[config.mk]
export PLATFORM = sky130hd
export DESIGN_NAME = i2c_master_register_access
export DESIGN_NICKNAME = d
export VERILOG_FILES = /design/src/sv/i2cmra_pkg.sv /design/src/sv/i2c_master_register_access.sv
export SDC_FILE = /design/constraint.sdc
export NUM_CORES = 1
export LEC_CHECK = 0
export ABC_AREA = 1
export ABC_CLOCK_PERIOD_IN_PS = 3620
export BUFFER_PORTS_ARGS = -buffer_cell sky130_fd_sc_hd__buf_2
export CAP_MARGIN = 40
export CORE_MARGIN = 2
export CORE_UTILIZATION = 45
export DETAILED_ROUTE_END_ITERATION = 8
export SETUP_SLACK_MARGIN = 0.05
export SYNTH_ARGS = -nofsm -noshare
export SYNTH_HDL_FRONTEND = slang
export SYNTH_SLANG_ARGS = --single-unit
[constraint.sdc]
create_clock -name clk_i -period 3.62 [get_ports clk_i]
set_input_delay 0.724 -clock clk_i [delete_from_list [all_inputs] [get_ports clk_i]]
set_output_delay 0.724 -clock clk_i [all_outputs]
set_load 0.005 [all_outputs]
[src/sv/i2cmra_pkg.sv]
// Shared types and codes for the I2C master register access block.
package i2cmra_pkg;

  // Command codes carried by each input transaction
  localparam logic [1:0] CMD_TICK  = 2'd0;
  localparam logic [1:0] CMD_WRITE = 2'd1;
  localparam logic [1:0] CMD_READ  = 2'd2;
  localparam logic [1:0] CMD_BYTE  = 2'd3;

  // Completion status codes
  localparam logic [1:0] ST_OK       = 2'd0;
  localparam logic [1:0] ST_BUS_BUSY = 2'd1;
  localparam logic [1:0] ST_BUS_ERR  = 2'd2;
  localparam logic [1:0] ST_NACK     = 2'd3;

  // Bits per byte on the bus
  localparam logic [3:0] BITS_PER_BYTE = 4'd8;

  // Bus sequencer phases, one-hot
  typedef enum logic [15:0] {
    PH_IDLE       = 16'h0001,
    PH_START      = 16'h0002,
    PH_SEND_ADDR  = 16'h0004,
    PH_ACK_ADDR   = 16'h0008,
    PH_SEND_REG   = 16'h0010,
    PH_ACK_REG    = 16'h0020,
    PH_WAIT       = 16'h0040,
    PH_SEND_DATA  = 16'h0080,
    PH_ACK_DATA   = 16'h0100,
    PH_RSTART     = 16'h0200,
    PH_SEND_RADDR = 16'h0400,
    PH_ACK_RADDR  = 16'h0800,
    PH_RECV       = 16'h1000,
    PH_MACK       = 16'h2000,
    PH_STOP_OK    = 16'h4000,
    PH_STOP_NACK  = 16'h8000
  } phase_e;

endpackage

[src/sv/i2c_master_register_access.sv]
// I2C master register access: bus sequencer with registered input and result stages.
//
// Each input transaction is one bus delay interval (a tick) and yields exactly one
// result transaction carrying the SCL/SDA levels for that interval plus read data,
// write-byte request and completion status. The block takes one transaction per
// clock cycle while out_stall_i does not hold a result; the input register and
// the result register sit either side of the combinational sequencer update. A
// result held by out_stall_i blocks the input register, and in_stall_o rises as
// soon as that register holds a transaction. A write sends start, address,
// register byte and length data bytes, each requested through need_byte_o and
// supplied with the byte command; a read adds a repeated start and receives
// length bytes, reported on rd_valid_o/rd_byte_o.
module i2c_master_register_access (
  input  logic       clk_i,
  input  logic       rst_ni,
  // Input channel
  input  logic       in_valid_i,
  output logic       in_stall_o,
  input  logic [1:0] cmd_i,
  input  logic [6:0] dev_addr_i,
  input  logic [7:0] reg_addr_i,
  input  logic [7:0] length_i,
  input  logic [7:0] wr_byte_i,
  input  logic       sda_in_i,
  // Result channel
  output logic       out_valid_o,
  input  logic       out_stall_i,
  output logic       scl_out_o,
  output logic       sda_out_o,
  output logic [7:0] rd_byte_o,
  output logic       rd_valid_o,
  output logic       need_byte_o,
  output logic       busy_res_o,
  output logic       done_res_o,
  output logic [1:0] status_o
);
  import i2cmra_pkg::*;

  // Input stage
  logic       in_valid_q;
  logic [1:0] cmd_q;
  logic [6:0] dev_addr_q;
  logic [7:0] reg_addr_q;
  logic [7:0] length_q;
  logic [7:0] wr_byte_q;
  logic       sda_in_q;

  // Sequencer state
  phase_e     phase_q, phase_d;
  logic [1:0] sub_q, sub_d;
  logic [3:0] bit_cnt_q, bit_cnt_d;
  logic [7:0] bytes_left_q, bytes_left_d;
  logic [7:0] shift_q, shift_d;
  logic       is_read_q, is_read_d;
  logic [6:0] tgt_addr_q, tgt_addr_d;
  logic [7:0] tgt_reg_q, tgt_reg_d;
  logic       scl_q, scl_d;
  logic       sda_q, sda_d;

  // Per-tick results
  logic       rd_valid_d;
  logic [7:0] rd_byte_d;
  logic       need_d;
  logic       done_d;
  logic [1:0] status_d;

  // Result stage
  logic       out_valid_q;
  logic       scl_out_q, sda_out_q, rd_valid_q, need_q, busy_q, done_q;
  logic [7:0] rd_byte_q;
  logic [1:0] status_q;

  logic advance;
  logic in_take;

  // Handshake: the input register moves on whenever the result register is free
  assign advance    = in_valid_q && (!out_valid_q || !out_stall_i);
  assign in_stall_o = in_valid_q && !advance;
  assign in_take    = in_valid_i && !in_stall_o;

  // Sequencer step for one tick
  always_comb begin
    phase_d      = phase_q;
    sub_d        = sub_q;
    bit_cnt_d    = bit_cnt_q;
    bytes_left_d = bytes_left_q;
    shift_d      = shift_q;
    is_read_d    = is_read_q;
    tgt_addr_d   = tgt_addr_q;
    tgt_reg_d    = tgt_reg_q;
    scl_d        = scl_q;
    sda_d        = sda_q;
    rd_valid_d   = 1'b0;
    rd_byte_d    = 8'h00;
    need_d       = 1'b0;
    done_d       = 1'b0;
    status_d     = ST_OK;

    // Command intake
    if (phase_q == PH_IDLE) begin
      if (cmd_q == CMD_WRITE || cmd_q == CMD_READ) begin
        tgt_addr_d   = dev_addr_q;
        tgt_reg_d    = reg_addr_q;
        bytes_left_d = length_q;
        is_read_d    = (cmd_q == CMD_READ);
        phase_d      = PH_START;
        sub_d        = 2'd0;
        bit_cnt_d    = 4'd0;
      end
    end else if (phase_q == PH_WAIT) begin
      if (cmd_q == CMD_BYTE) begin
        shift_d   = wr_byte_q;
        phase_d   = PH_SEND_DATA;
        sub_d     = 2'd0;
        bit_cnt_d = 4'd0;
      end else begin
        need_d = 1'b1;
      end
    end

    // Bus interval
    unique case (phase_d)
      PH_IDLE, PH_WAIT: begin
      end

      PH_START, PH_RSTART: begin
        if (sub_d == 2'd0) begin
          scl_d = 1'b1;
          sda_d = 1'b1;
          if (!sda_in_q) begin
            // line held low by another master
            sub_d = 2'd0;
            if (phase_d == PH_START) begin
              phase_d   = PH_IDLE;
              bit_cnt_d = 4'd0;
              done_d    = 1'b1;
              status_d  = ST_BUS_BUSY;
            end else begin
              phase_d   = PH_SEND_RADDR;
              bit_cnt_d = 4'd0;
              shift_d   = {tgt_addr_d, 1'b1};
            end
          end else begin
            sub_d = 2'd1;
          end
        end else if (sub_d == 2'd1) begin
          scl_d = 1'b1;
          sda_d = 1'b0;
          if (sda_in_q) begin
            // line failed to go low
            sub_d = 2'd0;
            if (phase_d == PH_START) begin
              phase_d   = PH_IDLE;
              bit_cnt_d = 4'd0;
              done_d    = 1'b1;
              status_d  = ST_BUS_ERR;
            end else begin
              phase_d   = PH_SEND_RADDR;
              bit_cnt_d = 4'd0;
              shift_d   = {tgt_addr_d, 1'b1};
            end
          end else begin
            sub_d = 2'd2;
          end
        end else begin
          sda_d     = 1'b0;
          sub_d     = 2'd0;
          bit_cnt_d = 4'd0;
          if (phase_d == PH_START) begin
            phase_d = PH_SEND_ADDR;
            shift_d = {tgt_addr_d, 1'b0};
          end else begin
            phase_d = PH_SEND_RADDR;
            shift_d = {tgt_addr_d, 1'b1};
          end
        end
      end

      PH_SEND_ADDR, PH_SEND_REG, PH_SEND_DATA, PH_SEND_RADDR: begin
        if (sub_d == 2'd0) begin
          scl_d = 1'b0;
        end else if (sub_d == 2'd1) begin
          sda_d = shift_d[7];
        end else begin
          scl_d = 1'b1;
        end
        if (sub_d < 2'd2) begin
          sub_d = sub_d + 2'd1;
        end else begin
          sub_d     = 2'd0;
          shift_d   = {shift_d[6:0], 1'b0};
          bit_cnt_d = bit_cnt_d + 4'd1;
          if (bit_cnt_d >= BITS_PER_BYTE) begin
            bit_cnt_d = 4'd0;
            shift_d   = 8'h00;
            case (phase_d)
              PH_SEND_ADDR: phase_d = PH_ACK_ADDR;
              PH_SEND_REG:  phase_d = PH_ACK_REG;
              PH_SEND_DATA: phase_d = PH_ACK_DATA;
              default:      phase_d = PH_ACK_RADDR;
            endcase
          end
        end
      end

      PH_ACK_ADDR, PH_ACK_REG, PH_ACK_DATA, PH_ACK_RADDR: begin
        if (sub_d == 2'd0) begin
          scl_d = 1'b0;
        end else if (sub_d == 2'd1) begin
          sda_d = 1'b1;
        end else if (sub_d == 2'd2) begin
          scl_d   = 1'b1;
          shift_d = {7'd0, sda_in_q};
        end else begin
          scl_d = 1'b0;
        end
        if (sub_d < 2'd3) begin
          sub_d = sub_d + 2'd1;
        end else begin
          sub_d     = 2'd0;
          bit_cnt_d = 4'd0;
          if (phase_d == PH_ACK_ADDR) begin
            if (shift_d[0]) begin
              phase_d = PH_STOP_NACK;
              shift_d = 8'h00;
            end else begin
              phase_d = PH_SEND_REG;
              shift_d = tgt_reg_d;
            end
          end else if (phase_d == PH_ACK_REG && is_read_d) begin
            phase_d = PH_RSTART;
            shift_d = 8'h00;
          end else if (phase_d == PH_ACK_RADDR) begin
            phase_d = (bytes_left_d == 8'd0) ? PH_STOP_OK : PH_RECV;
            shift_d = 8'h00;
          end else if (shift_d[0]) begin
            phase_d = PH_STOP_NACK;
            shift_d = 8'h00;
          end else begin
            // write register or data byte acknowledged
            if (phase_d == PH_ACK_DATA && bytes_left_d != 8'd0) begin
              bytes_left_d = bytes_left_d - 8'd1;
            end
            phase_d = (bytes_left_d == 8'd0) ? PH_STOP_OK : PH_WAIT;
            shift_d = 8'h00;
          end
        end
      end

      PH_RECV: begin
        sda_d = 1'b1;
        if (sub_d == 2'd0) begin
          scl_d = 1'b0;
          sub_d = 2'd1;
        end else begin
          scl_d     = 1'b1;
          sub_d     = 2'd0;
          shift_d   = {shift_d[6:0], sda_in_q};
          bit_cnt_d = bit_cnt_d + 4'd1;
          if (bit_cnt_d >= BITS_PER_BYTE) begin
            rd_valid_d = 1'b1;
            rd_byte_d  = shift_d;
            phase_d    = PH_MACK;
            bit_cnt_d  = 4'd0;
          end
        end
      end

      PH_MACK: begin
        // ACK each byte, NACK the last
        if (sub_d == 2'd0) begin
          scl_d = 1'b0;
        end else if (sub_d == 2'd1) begin
          sda_d = (bytes_left_d <= 8'd1);
        end else if (sub_d == 2'd2) begin
          scl_d = 1'b1;
        end else begin
          scl_d = 1'b0;
        end
        if (sub_d < 2'd3) begin
          sub_d = sub_d + 2'd1;
        end else begin
          if (bytes_left_d != 8'd0) begin
            bytes_left_d = bytes_left_d - 8'd1;
          end
          phase_d   = (bytes_left_d == 8'd0) ? PH_STOP_OK : PH_RECV;
          sub_d     = 2'd0;
          bit_cnt_d = 4'd0;
        end
      end

      PH_STOP_OK, PH_STOP_NACK: begin
        if (sub_d == 2'd0) begin
          scl_d = 1'b0;
        end else if (sub_d == 2'd1) begin
          sda_d = 1'b0;
        end else if (sub_d == 2'd2) begin
          scl_d = 1'b1;
        end else begin
          sda_d = 1'b1;
        end
        if (sub_d < 2'd3) begin
          sub_d = sub_d + 2'd1;
        end else begin
          status_d  = (phase_d == PH_STOP_NACK) ? ST_NACK : ST_OK;
          done_d    = 1'b1;
          phase_d   = PH_IDLE;
          sub_d     = 2'd0;
          bit_cnt_d = 4'd0;
        end
      end

      default: begin
        phase_d   = PH_IDLE;
        sub_d     = 2'd0;
        bit_cnt_d = 4'd0;
      end
    endcase
  end

  // Control and sequencer state
  always_ff @(posedge clk_i or negedge rst_ni) begin
    if (!rst_ni) begin
      in_valid_q   <= 1'b0;
      out_valid_q  <= 1'b0;
      phase_q      <= PH_IDLE;
      sub_q        <= 2'd0;
      bit_cnt_q    <= 4'd0;
      bytes_left_q <= 8'd0;
      shift_q      <= 8'd0;
      is_read_q    <= 1'b0;
      tgt_addr_q   <= 7'd0;
      tgt_reg_q    <= 8'd0;
      scl_q        <= 1'b1;
      sda_q        <= 1'b1;
    end else begin
      if (in_take) begin
        in_valid_q <= 1'b1;
      end else if (advance) begin
        in_valid_q <= 1'b0;
      end
      if (advance) begin
        out_valid_q  <= 1'b1;
        phase_q      <= phase_d;
        sub_q        <= sub_d;
        bit_cnt_q    <= bit_cnt_d;
        bytes_left_q <= bytes_left_d;
        shift_q      <= shift_d;
        is_read_q    <= is_read_d;
        tgt_addr_q   <= tgt_addr_d;
        tgt_reg_q    <= tgt_reg_d;
        scl_q        <= scl_d;
        sda_q        <= sda_d;
      end else if (!out_stall_i) begin
        out_valid_q <= 1'b0;
      end
    end
  end

  // Input payload register
  always_ff @(posedge clk_i) begin
    if (in_take) begin
      cmd_q      <= cmd_i;
      dev_addr_q <= dev_addr_i;
      reg_addr_q <= reg_addr_i;
      length_q   <= length_i;
      wr_byte_q  <= wr_byte_i;
      sda_in_q   <= sda_in_i;
    end
  end

  // Result payload register
  always_ff @(posedge clk_i) begin
    if (advance) begin
      scl_out_q  <= scl_d;
      sda_out_q  <= sda_d;
      rd_byte_q  <= rd_byte_d;
      rd_valid_q <= rd_valid_d;
      need_q     <= need_d;
      busy_q     <= (phase_d != PH_IDLE);
      done_q     <= done_d;
      status_q   <= status_d;
    end
  end

  assign out_valid_o = out_valid_q;
  assign scl_out_o   = scl_out_q;
  assign sda_out_o   = sda_out_q;
  assign rd_byte_o   = rd_byte_q;
  assign rd_valid_o  = rd_valid_q;
  assign need_byte_o = need_q;
  assign busy_res_o  = busy_q;
  assign done_res_o  = done_q;
  assign status_o    = status_q;

endmodule

==> impl_metrics.tcl, run 1 <==
set metrics [dict create \
    h-tree-depth 3 \
    worstPathMaxFanout 18 \
    final_cell_mix "229 x nand2_1, 119 x inv_1, 98 x nor2_1, 86 x o21ai_0, 70 x nand3_1" \
    crit_type "flop to flop" \
    cts_buffer_depth 2 \
    gp_congestion 0.946 \
    ant_nets 0 \
    min_period_over_period_pct 90.7 \
    clk_latency_ns 0.37 \
    antenna_found_initial 0 \
    dieArea_mm2 0.0172 \
    syn2layout_area_growth_pct 13.6 \
    fmax_mhz 305 \
    cpPeakStageDelay_ns 0.58 \
    num_io_pins 56 \
    end_kind "flop" \
    grt_overflow_total 0 \
    slowest_stage "dfstp_2" \
    clock_sinks 108 \
    fin_crit_ns 3.28 \
    ys_types 54 \
    path_common_cell "buf_4" \
    final_common_cell "nand2_1" \
    drc_errors 0 \
    start_util_pct 45.9 \
    vias_per_cell 5.45 \
    vias 6980 \
    wl_mm 21.5 \
    relSlewSlack_pct 55.3 \
    ys_seq_area_share_pct 40.6 \
    cts_root_buf "clkbuf_16" \
    cts.reportedPaths.clkPinSlew_ns 0.08 \
    dp_cells 1261 \
    cts-buffers-inserted 9 \
    worstPathCellList "inv_2, nor2_1, nand2_1, nor2_4, nand2_4, nor2_8, buf_4, nor3_2, inv_2, ha_1, buf_4, nor2_1, buf_4, o21ai_1, nand2_1, o21ai_0, nand4_1, inv_1, a22oi_2" \
    rsz0062_at_grt "no" \
    ys.flop_type "dfrtp_1" \
    io_buffers 55 \
    ir_worst_vdd_uv 476 \
    grt_pass1_vias 6502 \
    synth_edf_count 50 \
    layout.cells.non_filler 1280 \
    grt_pass1_wl_mm 35.2 \
    holdBufCountCts 0 \
    power.density_mw_per_mm2 749 \
    async_flop_share_pct 53.7 \
    die_x_um 131 \
    grt_max_degree 43 \
    hold_viol_final 0 \
    wire_per_inst_um 16.8 \
    core-area_mm2 0.0159 \
    chipHeight_um 131 \
    syn_area_per_cell_um2 7.39 \
    dp_hpwl_mm 16.2 \
    cp-start-kind "flop" \
    detail_route.iter0.violations 603 \
    layout-drive-gt1-share_pct 17.4 \
    worst_pin_slew_ns 0.663 \
    synth_warnings 0 \
    finalSetupViolations 0 \
    status "finished clean" \
    nNetsFinal 1107 \
    final_util_pct 52.1 \
    finClkSkew_ns 0.00826 \
    final.setup.tns_ns 0 \
    power_leakage_nw 3.74 \
    worstPathArrival_ns 3.52 \
    n_fill_cell 1590 \
    first_pass_iters 6 \
    cts_tree "built" \
    synth_area_mm2 0.00729 \
    rows 46 \
    cap_violations 0 \
    drv_slew 0 \
    n_antenna_cell 0 \
    yosys_register_bits 108 \
    synth_nets 1034 \
    syn-instance-count 986 \
    min_path_type "input port to asynchronous set/reset pin" \
    critPathRequiredTime_ns 3.85 \
    grt_util_all_layers_pct 25.7 \
]
[where the power goes]
group          switching [mW]  internal, mW  total, mW
Clock                   0.492         0.487      0.979
Sequential              0.119          1.59       1.70
Combinational            2.46          1.06       3.52
[sequential cells by signal, indices dropped and copies added, names as in the netlist, 2 cells and up]
signal,count
phase_q,16
bytes_left_q,8
length_q,8
rd_byte_o,8
reg_addr_q,8
shift_q,8
tgt_reg_q,8
wr_byte_q,8
dev_addr_q,7
tgt_addr_q,7
bit_cnt_q,4
cmd_q,2
status_o,2
sub_q,2
[cell families (layout without fill, tap and decap cells)]
kind of cell | count (synthesis) | count (layout) | share of synthesized area (%)
AOI/OAI and AO/OA | 201 | 201 | 16.2
xor gates and xnor gates | 2 | 2 | 0.240
adders and majority gates | 10 | 10 | 1.72
buffers and inverters | 170 | 248 | 9.65
DFF | 108 | 108 | 40.6
muxes | 2 | 2 | 0.309
and+or+nand+nor | 493 | 493 | 31.3
[synth_stat cells, types with 4 or more instances]
library cell / number / area [µm²]
buf_6: 6 / 67.6
a31oi_1: 4 / 25.0
o21ai_2: 4 / 35.0
inv_2: 16 / 60.1
edfxtp_1: 50 / 1500
nand3_1: 70 / 350
o21ai_0: 86 / 430
nand2_2: 13 / 81.3
buf_1: 4 / 15.0
o22ai_1: 10 / 62.6
nor2_2: 11 / 68.8
nand4_1: 18 / 113
buf_2: 7 / 35.0
ha_1: 10 / 125
o21ai_1: 12 / 60.1
nand2_1: 229 / 860
clkbuf_1: 13 / 48.8
inv_1: 120 / 450
a211oi_1: 4 / 30.0
a21oi_1: 37 / 185
nor3_1: 25 / 125
dfrtp_1: 55 / 1380
nor2_1: 99 / 372
o2111ai_1: 6 / 52.6
o211ai_1: 22 / 165
[area by class of cell]
type	instances	area, µm²	share of cell area, %
Tap cell	216	270	3.26
Clock buffer	10	229	2.77
Multi-Input combinational cell	708	3640	44.0
Sequential cell	108	2960	35.7
Timing Repair Buffer	95	608	7.34
Clock inverter	6	62.6	0.756
Inverter	137	514	6.21
[repair_timing]
item	4_1_cts	5_1_grt
buffers inserted	0	3
hold endpoints to repair	0	0
gates resized for setup	0	4
setup endpoints to repair	0	3
[layer usage]
| layer | vias up | global-route usage [%] | wire, µm |
|---|---|---|---|
| met5 | - | 0 | 0 |
| met4 | 0 | 5.80 | 259 |
| met3 | 23 | 5.56 | 1860 |
| met2 | 303 | 37.0 | 9050 |
| met1 | 3198 | 39.4 | 10400 |
| li1 | 3456 | - | - |
[through the flow]
stage	power (mW)	hold WS, ns	instance area, µm²	setup slack [ns]
after detailed placement	5.14	0.470	7960	0.227
after floorplan	4.20	0.428	7290	0.485
after global routing	6.67	0.359	8280	0.0614
final	6.20	0.333	8280	0.336
after CTS	6.14	0.326	8250	0.188
after global placement	5.17	0.460	7930	0.104
[worst max-delay path: cells and delay by family, from the launching register on]
| family | cells | cell delay, ns |
|---|---|---|
| AO/OA/AOI/OAI | 3 | 0.54 |
| adder cells (fa/ha/maj) | 1 | 0.19 |
| buffers and inverters | 6 | 0.77 |
| AND/OR/NAND/NOR | 9 | 1.06 |
| flip-flops | 1 | 0.58 |
[final timing paths]
kind,start,to,slack (ns),cells after the start
max,phase_q[0],shift_q[2],0.34,19
min,rst_ni,bytes_left_q[4],0.33,2
max reg2reg,phase_q[0],shift_q[2],0.34,19
min reg2reg,tgt_reg_q[2],tgt_reg_q[2],0.48,2
max in group asynchronous,rst_ni,scl_q,2.72,3
min in group clk_i,tgt_reg_q[2],tgt_reg_q[2],0.48,2
Power figures use the tool's default switching activity.
==> inputs of run 2 (changes only) <==
--- a/config.mk
+++ b/config.mk
@@ -10,8 +10,9 @@
 export BUFFER_PORTS_ARGS = -buffer_cell sky130_fd_sc_hd__buf_2
 export CAP_MARGIN = 40
 export CORE_MARGIN = 2
-export CORE_UTILIZATION = 45
+export CORE_UTILIZATION = 60
 export DETAILED_ROUTE_END_ITERATION = 8
+export PLACE_DENSITY = 0.8
 export SETUP_SLACK_MARGIN = 0.05
 export SYNTH_ARGS = -nofsm -noshare
 export SYNTH_HDL_FRONTEND = slang
==> run 2 against run 1 <==
Against the previous run: non-clock buffer count down 5; register-to-register slack about the same; die area down 24%; combinational power up 1%; flip-flop and latch count unchanged; clock-buffer cell count down 1; sequential power about the same; fmax down 0.31%; clock skew up 0.0039 ns; cell area down 0.91%; total power up 2.3%; largest power group unchanged.
==> impl_metrics.tcl, run 2 (synthesis results as in run 1) <==
set metrics [dict create \
    status "finished clean" \
    final_common_cell "nand2_1" \
    grt_overflow_total 0 \
    finClkSkew_ns 0.0122 \
    hold_viol_final 0 \
    clock_sinks 108 \
    fmax_mhz 304 \
    critPathRequiredTime_ns 3.88 \
    first_pass_iters 6 \
    worstPathArrival_ns 3.55 \
    ff2ff_path_depth 18 \
    vias_per_cell 5.96 \
    rows 40 \
    largest_reg_flops 16 \
    final.setup.tns_ns 0 \
    gp_congestion 1.04 \
    start_util_pct 61.2 \
    power_leakage_nw 3.73 \
    ant_nets 0 \
    h-tree-depth 3 \
    n_antenna_cell 0 \
    drc_errors 0 \
    cts_tree "built" \
    die_x_um 114 \
    min_period_over_period_pct 91.0 \
    grt_util_all_layers_pct 33.8 \
    cts_buffer_depth 2 \
    cp-start-kind "flop" \
    crit_type "flop to flop" \
    startpoint "phase_q[0]" \
    io_buffers 55 \
    min_path_type "input port to asynchronous set/reset pin" \
    grt_pass1_wl_mm 34.1 \
    vias 7187 \
    fin_crit_ns 3.29 \
    worst_pin_slew_ns 0.735 \
    power.density_mw_per_mm2 773 \
    wl_mm 21.3 \
    grt_max_degree 50 \
    syn2layout_area_growth_pct 12.6 \
    reg2reg_to "shift_q[4]" \
    worstPathMaxFanout 10 \
    drv_slew 0 \
    cap_violations 0 \
    clk_latency_ns 0.37 \
    chipHeight_um 114 \
    finalSetupViolations 0 \
    nNetsFinal 1102 \
    core-area_mm2 0.0119 \
    crit_path_end "shift_q[4]" \
    top_register "phase_q" \
    end_kind "flop" \
    whs_ns 0.411 \
    dieArea_mm2 0.0130 \
    grt_pass1_vias 6535 \
    cts_root_buf "clkbuf_16" \
    r2r_start "phase_q[0]" \
    reg2reg_setup_slack_ns 0.33 \
    antenna_found_initial 0 \
    n_fill_cell 1034 \
    dp_hpwl_mm 15.7 \
    cts-buffers-inserted 9 \
    cts.reportedPaths.clkPinSlew_ns 0.08 \
    num_io_pins 56 \
    rsz0062_at_grt "no" \
    detail_route.iter0.violations 1057 \
    ir_worst_vdd_uv 607 \
    relSlewSlack_pct 50.5 \
    layout-drive-gt1-share_pct 17.5 \
    wire_per_inst_um 17.7 \
    final_cell_mix "229 x nand2_1, 119 x inv_1, 97 x nor2_1, 86 x o21ai_0, 70 x nand3_1" \
]
## run 2: metrics by stage
step | cells | utilization, % | setup slack [ns] | cell area, µm² | power (mW)
after floorplan | 986 | - | 0.485 | 7290 | 4.20
after global placement | 1186 | 65.7 | 0.152 | 7820 | 5.11
after detailed placement | 1186 | 65.7 | 0.143 | 7820 | 5.09
after CTS | 1202 | 68.3 | 0.0978 | 8140 | 6.16
after global routing | 1206 | 68.9 | 0.0518 | 8210 | 6.77
final | 1206 | 68.9 | 0.326 | 8210 | 6.34
## run 2: repair_timing
action,4_1_cts,5_1_grt
gates resized for setup,0,10
hold buffers,0,0
setup endpoints to repair,0,8
setup buffers,0,4
## run 2: worst min-delay path by stage
stage                       startpoint               to  slack [ns]  cells after the start
final                           rst_ni  bytes_left_q[1]        0.41                      1
after global routing            rst_ni  bytes_left_q[0]        0.48                      1
after CTS                       rst_ni  bytes_left_q[0]        0.43                      1
after detailed placement  tgt_reg_q[2]     tgt_reg_q[2]        0.46                      2
after global placement    tgt_reg_q[2]     tgt_reg_q[2]        0.46                      2
after floorplan                 rst_ni     bit_cnt_q[0]        0.43                      0
## run 2: critical path, stage by stage (launching register included)
cell,delay (ns)
dfstp_2,0.58
inv_2,0.04
nor2_1,0.09
nand2_1,0.09
nor2_4,0.20
nand2_4,0.14
nor2_8,0.16
nor3_2,0.07
inv_2,0.20
ha_1,0.22
buf_4,0.15
inv_1,0.08
nor2_1,0.26
buf_4,0.19
nand3_1,0.14
o211ai_1,0.22
o2111ai_1,0.18
nor2_1,0.12
nor2_1,0.05
## run 2: layer usage
metal	part of all wire, %	track usage [%]
met5	0	0
met4	1.5	7.64
met3	10	8.68
met2	43	48.2
met1	45	51.6
## run 2: cell type report
class                   count  area [µm²]  area share, %
multi-input cells         708        3670           44.7
flip-flops and latches    108        2960           36.0
repair buffers             90         563           6.86
inverters                 137         514           6.27
clock buffers               9         225           2.74
well taps                 147         184           2.24
clock inverters             7        92.6           1.13
## run 2: power breakdown
group	switching (mW)	internal, mW
clock	0.507	0.555
sequential	0.126	1.59
combinational	2.50	1.06
total	3.14	3.21
==> inputs of run 3 (changes only) <==
--- a/config.mk
+++ b/config.mk
@@ -12,7 +12,7 @@
 export CORE_MARGIN = 2
 export CORE_UTILIZATION = 60
 export DETAILED_ROUTE_END_ITERATION = 8
-export PLACE_DENSITY = 0.8
+export PLACE_DENSITY_LB_ADDON = 0.12
 export SETUP_SLACK_MARGIN = 0.05
 export SYNTH_ARGS = -nofsm -noshare
 export SYNTH_HDL_FRONTEND = slang
==> run 3 against run 2 <==
Against the previous run: total power grew 0.68%; global-route usage shrank 0.57 points; non-clock buffer count grew 1; critical path depth shrank 2; worst setup slack lost 0.030 ns; largest power group unchanged.
==> impl_metrics.tcl, run 3 (synthesis results as in run 1) <==
set metrics [dict create \
    status "finished clean" \
    hold_viol_final 0 \
    grt_pass1_vias 6570 \
    syn2layout_area_growth_pct 12.8 \
    layout-drive-gt1-share_pct 17.2 \
    drv_slew 0 \
    start_util_pct 61.2 \
    min_period_over_period_pct 91.8 \
    cts_buffer_depth 2 \
    io_buffers 55 \
    worst_pin_slew_ns 0.728 \
    dp_hpwl_mm 15.2 \
    grt_util_all_layers_pct 33.2 \
    final.setup.tns_ns 0 \
    relSlewSlack_pct 51.2 \
    end_kind "flop" \
    power_leakage_nw 3.73 \
    dp_cells 1183 \
    vias 7276 \
    fin_crit_ns 3.32 \
    wl_mm 21.1 \
    final_util_pct 69.0 \
    drc_errors 0 \
    cts-buffers-inserted 9 \
    finalSetupViolations 0 \
    antenna_found_initial 0 \
    cap_violations 0 \
    num_io_pins 56 \
    min_path_type "input port to asynchronous set/reset pin" \
    critPathRequiredTime_ns 3.73 \
    wire_per_inst_um 17.4 \
    worst_slack_ns 0.297 \
    chipHeight_um 114 \
    wl_met2_mm 8.96 \
    detail_route.iter0.violations 942 \
    worstPathArrival_ns 3.43 \
    grt_pass1_wl_mm 33.7 \
    layout.cells.non_filler 1208 \
    grt_max_degree 59 \
    met1_length_mm 9.38 \
    die_x_um 114 \
    ant_nets 0 \
    clk_latency_ns 0.37 \
    crit_type "flop to flop" \
    ir_worst_vdd_uv 458 \
    cts_root_buf "clkbuf_16" \
    h-tree-depth 3 \
    final_cell_mix "229 x nand2_1, 119 x inv_1, 98 x nor2_1, 86 x o21ai_0, 69 x nand3_1" \
    largest_reg_flops 16 \
    wl_met3_mm 2.21 \
    pre_cts_ws_ns 0.0555 \
    cp-start-kind "flop" \
    grt_overflow_total 0 \
    dieArea_mm2 0.0130 \
    core-area_mm2 0.0119 \
    top_layer "met4" \
    first_pass_iters 6 \
    fmax_mhz 301 \
    n_antenna_cell 0 \
    nNetsFinal 1104 \
    cts.reportedPaths.clkPinSlew_ns 0.08 \
    rows 40 \
    gp_congestion 0.991 \
    top_register "phase_q" \
    cts_tree "built" \
    finClkSkew_ns 0.0102 \
    final_common_cell "nand2_1" \
    clock_sinks 108 \
    n_fill_cell 1029 \
    worstPathMaxFanout 18 \
    vias_per_cell 6.02 \
    power.density_mw_per_mm2 777 \
    rsz0062_at_grt "no" \
]
==> run 3: per-layer routing <==
layer | vias to the layer above | track usage [%]
li1 | 3447 | -
met4 | 0 | 11.6
met2 | 444 | 47.7
met5 | - | 0
met3 | 55 | 6.62
met1 | 3330 | 49.9
==> run 3: stage by stage <==
stage,area (µm²),power (mW),hold slack [ns]
floorplan,7290,4.20,0.428
global placement,7790,5.08,0.462
detailed placement,7790,5.09,0.472
CTS,8110,6.15,0.377
global route,8220,6.83,0.406
finish,8220,6.39,0.361
==> run 3: worst max-delay path: stages, from the launching register on <==
cell,delay [ns]
dfrtp_1,0.46
nor2_2,0.17
nand2_2,0.15
nor2_8,0.21
buf_4,0.17
nand3_2,0.09
nor3_4,0.17
nor3_2,0.08
inv_2,0.19
ha_1,0.21
buf_4,0.23
nor2_1,0.10
or2_2,0.30
a21oi_1,0.18
nor2_1,0.06
nor3_1,0.22
nand2_1,0.09
==> run 3: area by class of cell <==
cell class	count	area, µm²	share of cell area, %
sequential	108	2960	36.0
tap	147	184	2.24
multi-input combinational	709	3690	44.8
timing repair buffer	91	567	6.89
clock inverter	5	51.3	0.624
inverter	137	514	6.25
clock buffer	11	264	3.21
==> run 3: report_power, final <==
| part | switching, mW | internal, mW |
|---|---|---|
| sequential | 0.127 | 1.59 |
| clock | 0.488 | 0.541 |
| combinational | 2.53 | 1.11 |
| total | 3.15 | 3.24 |
==> run 3: timing repair <==
action	4_1_cts	5_1_grt
gates cloned	0	1
setup endpoints to repair	2	6
hold buffers	0	0
resized for setup	1	8
pin swaps	0	2
buffers inserted	0	8
==> run 3: final timing paths <==
check                        startpoint      endpoint  slack, ns  depth (start not counted)
setup / recovery            phase_q[11]     sda_out_o       0.30                         16
hold / removal                   rst_ni    phase_q[5]       0.36                          2
setup reg to reg            phase_q[11]     sda_out_o       0.30                         16
hold reg to reg            tgt_reg_q[2]  tgt_reg_q[2]       0.49                          2
max in group asynchronous        rst_ni    phase_q[0]       2.92                          2
min in group clk_i         tgt_reg_q[2]  tgt_reg_q[2]       0.49                          2
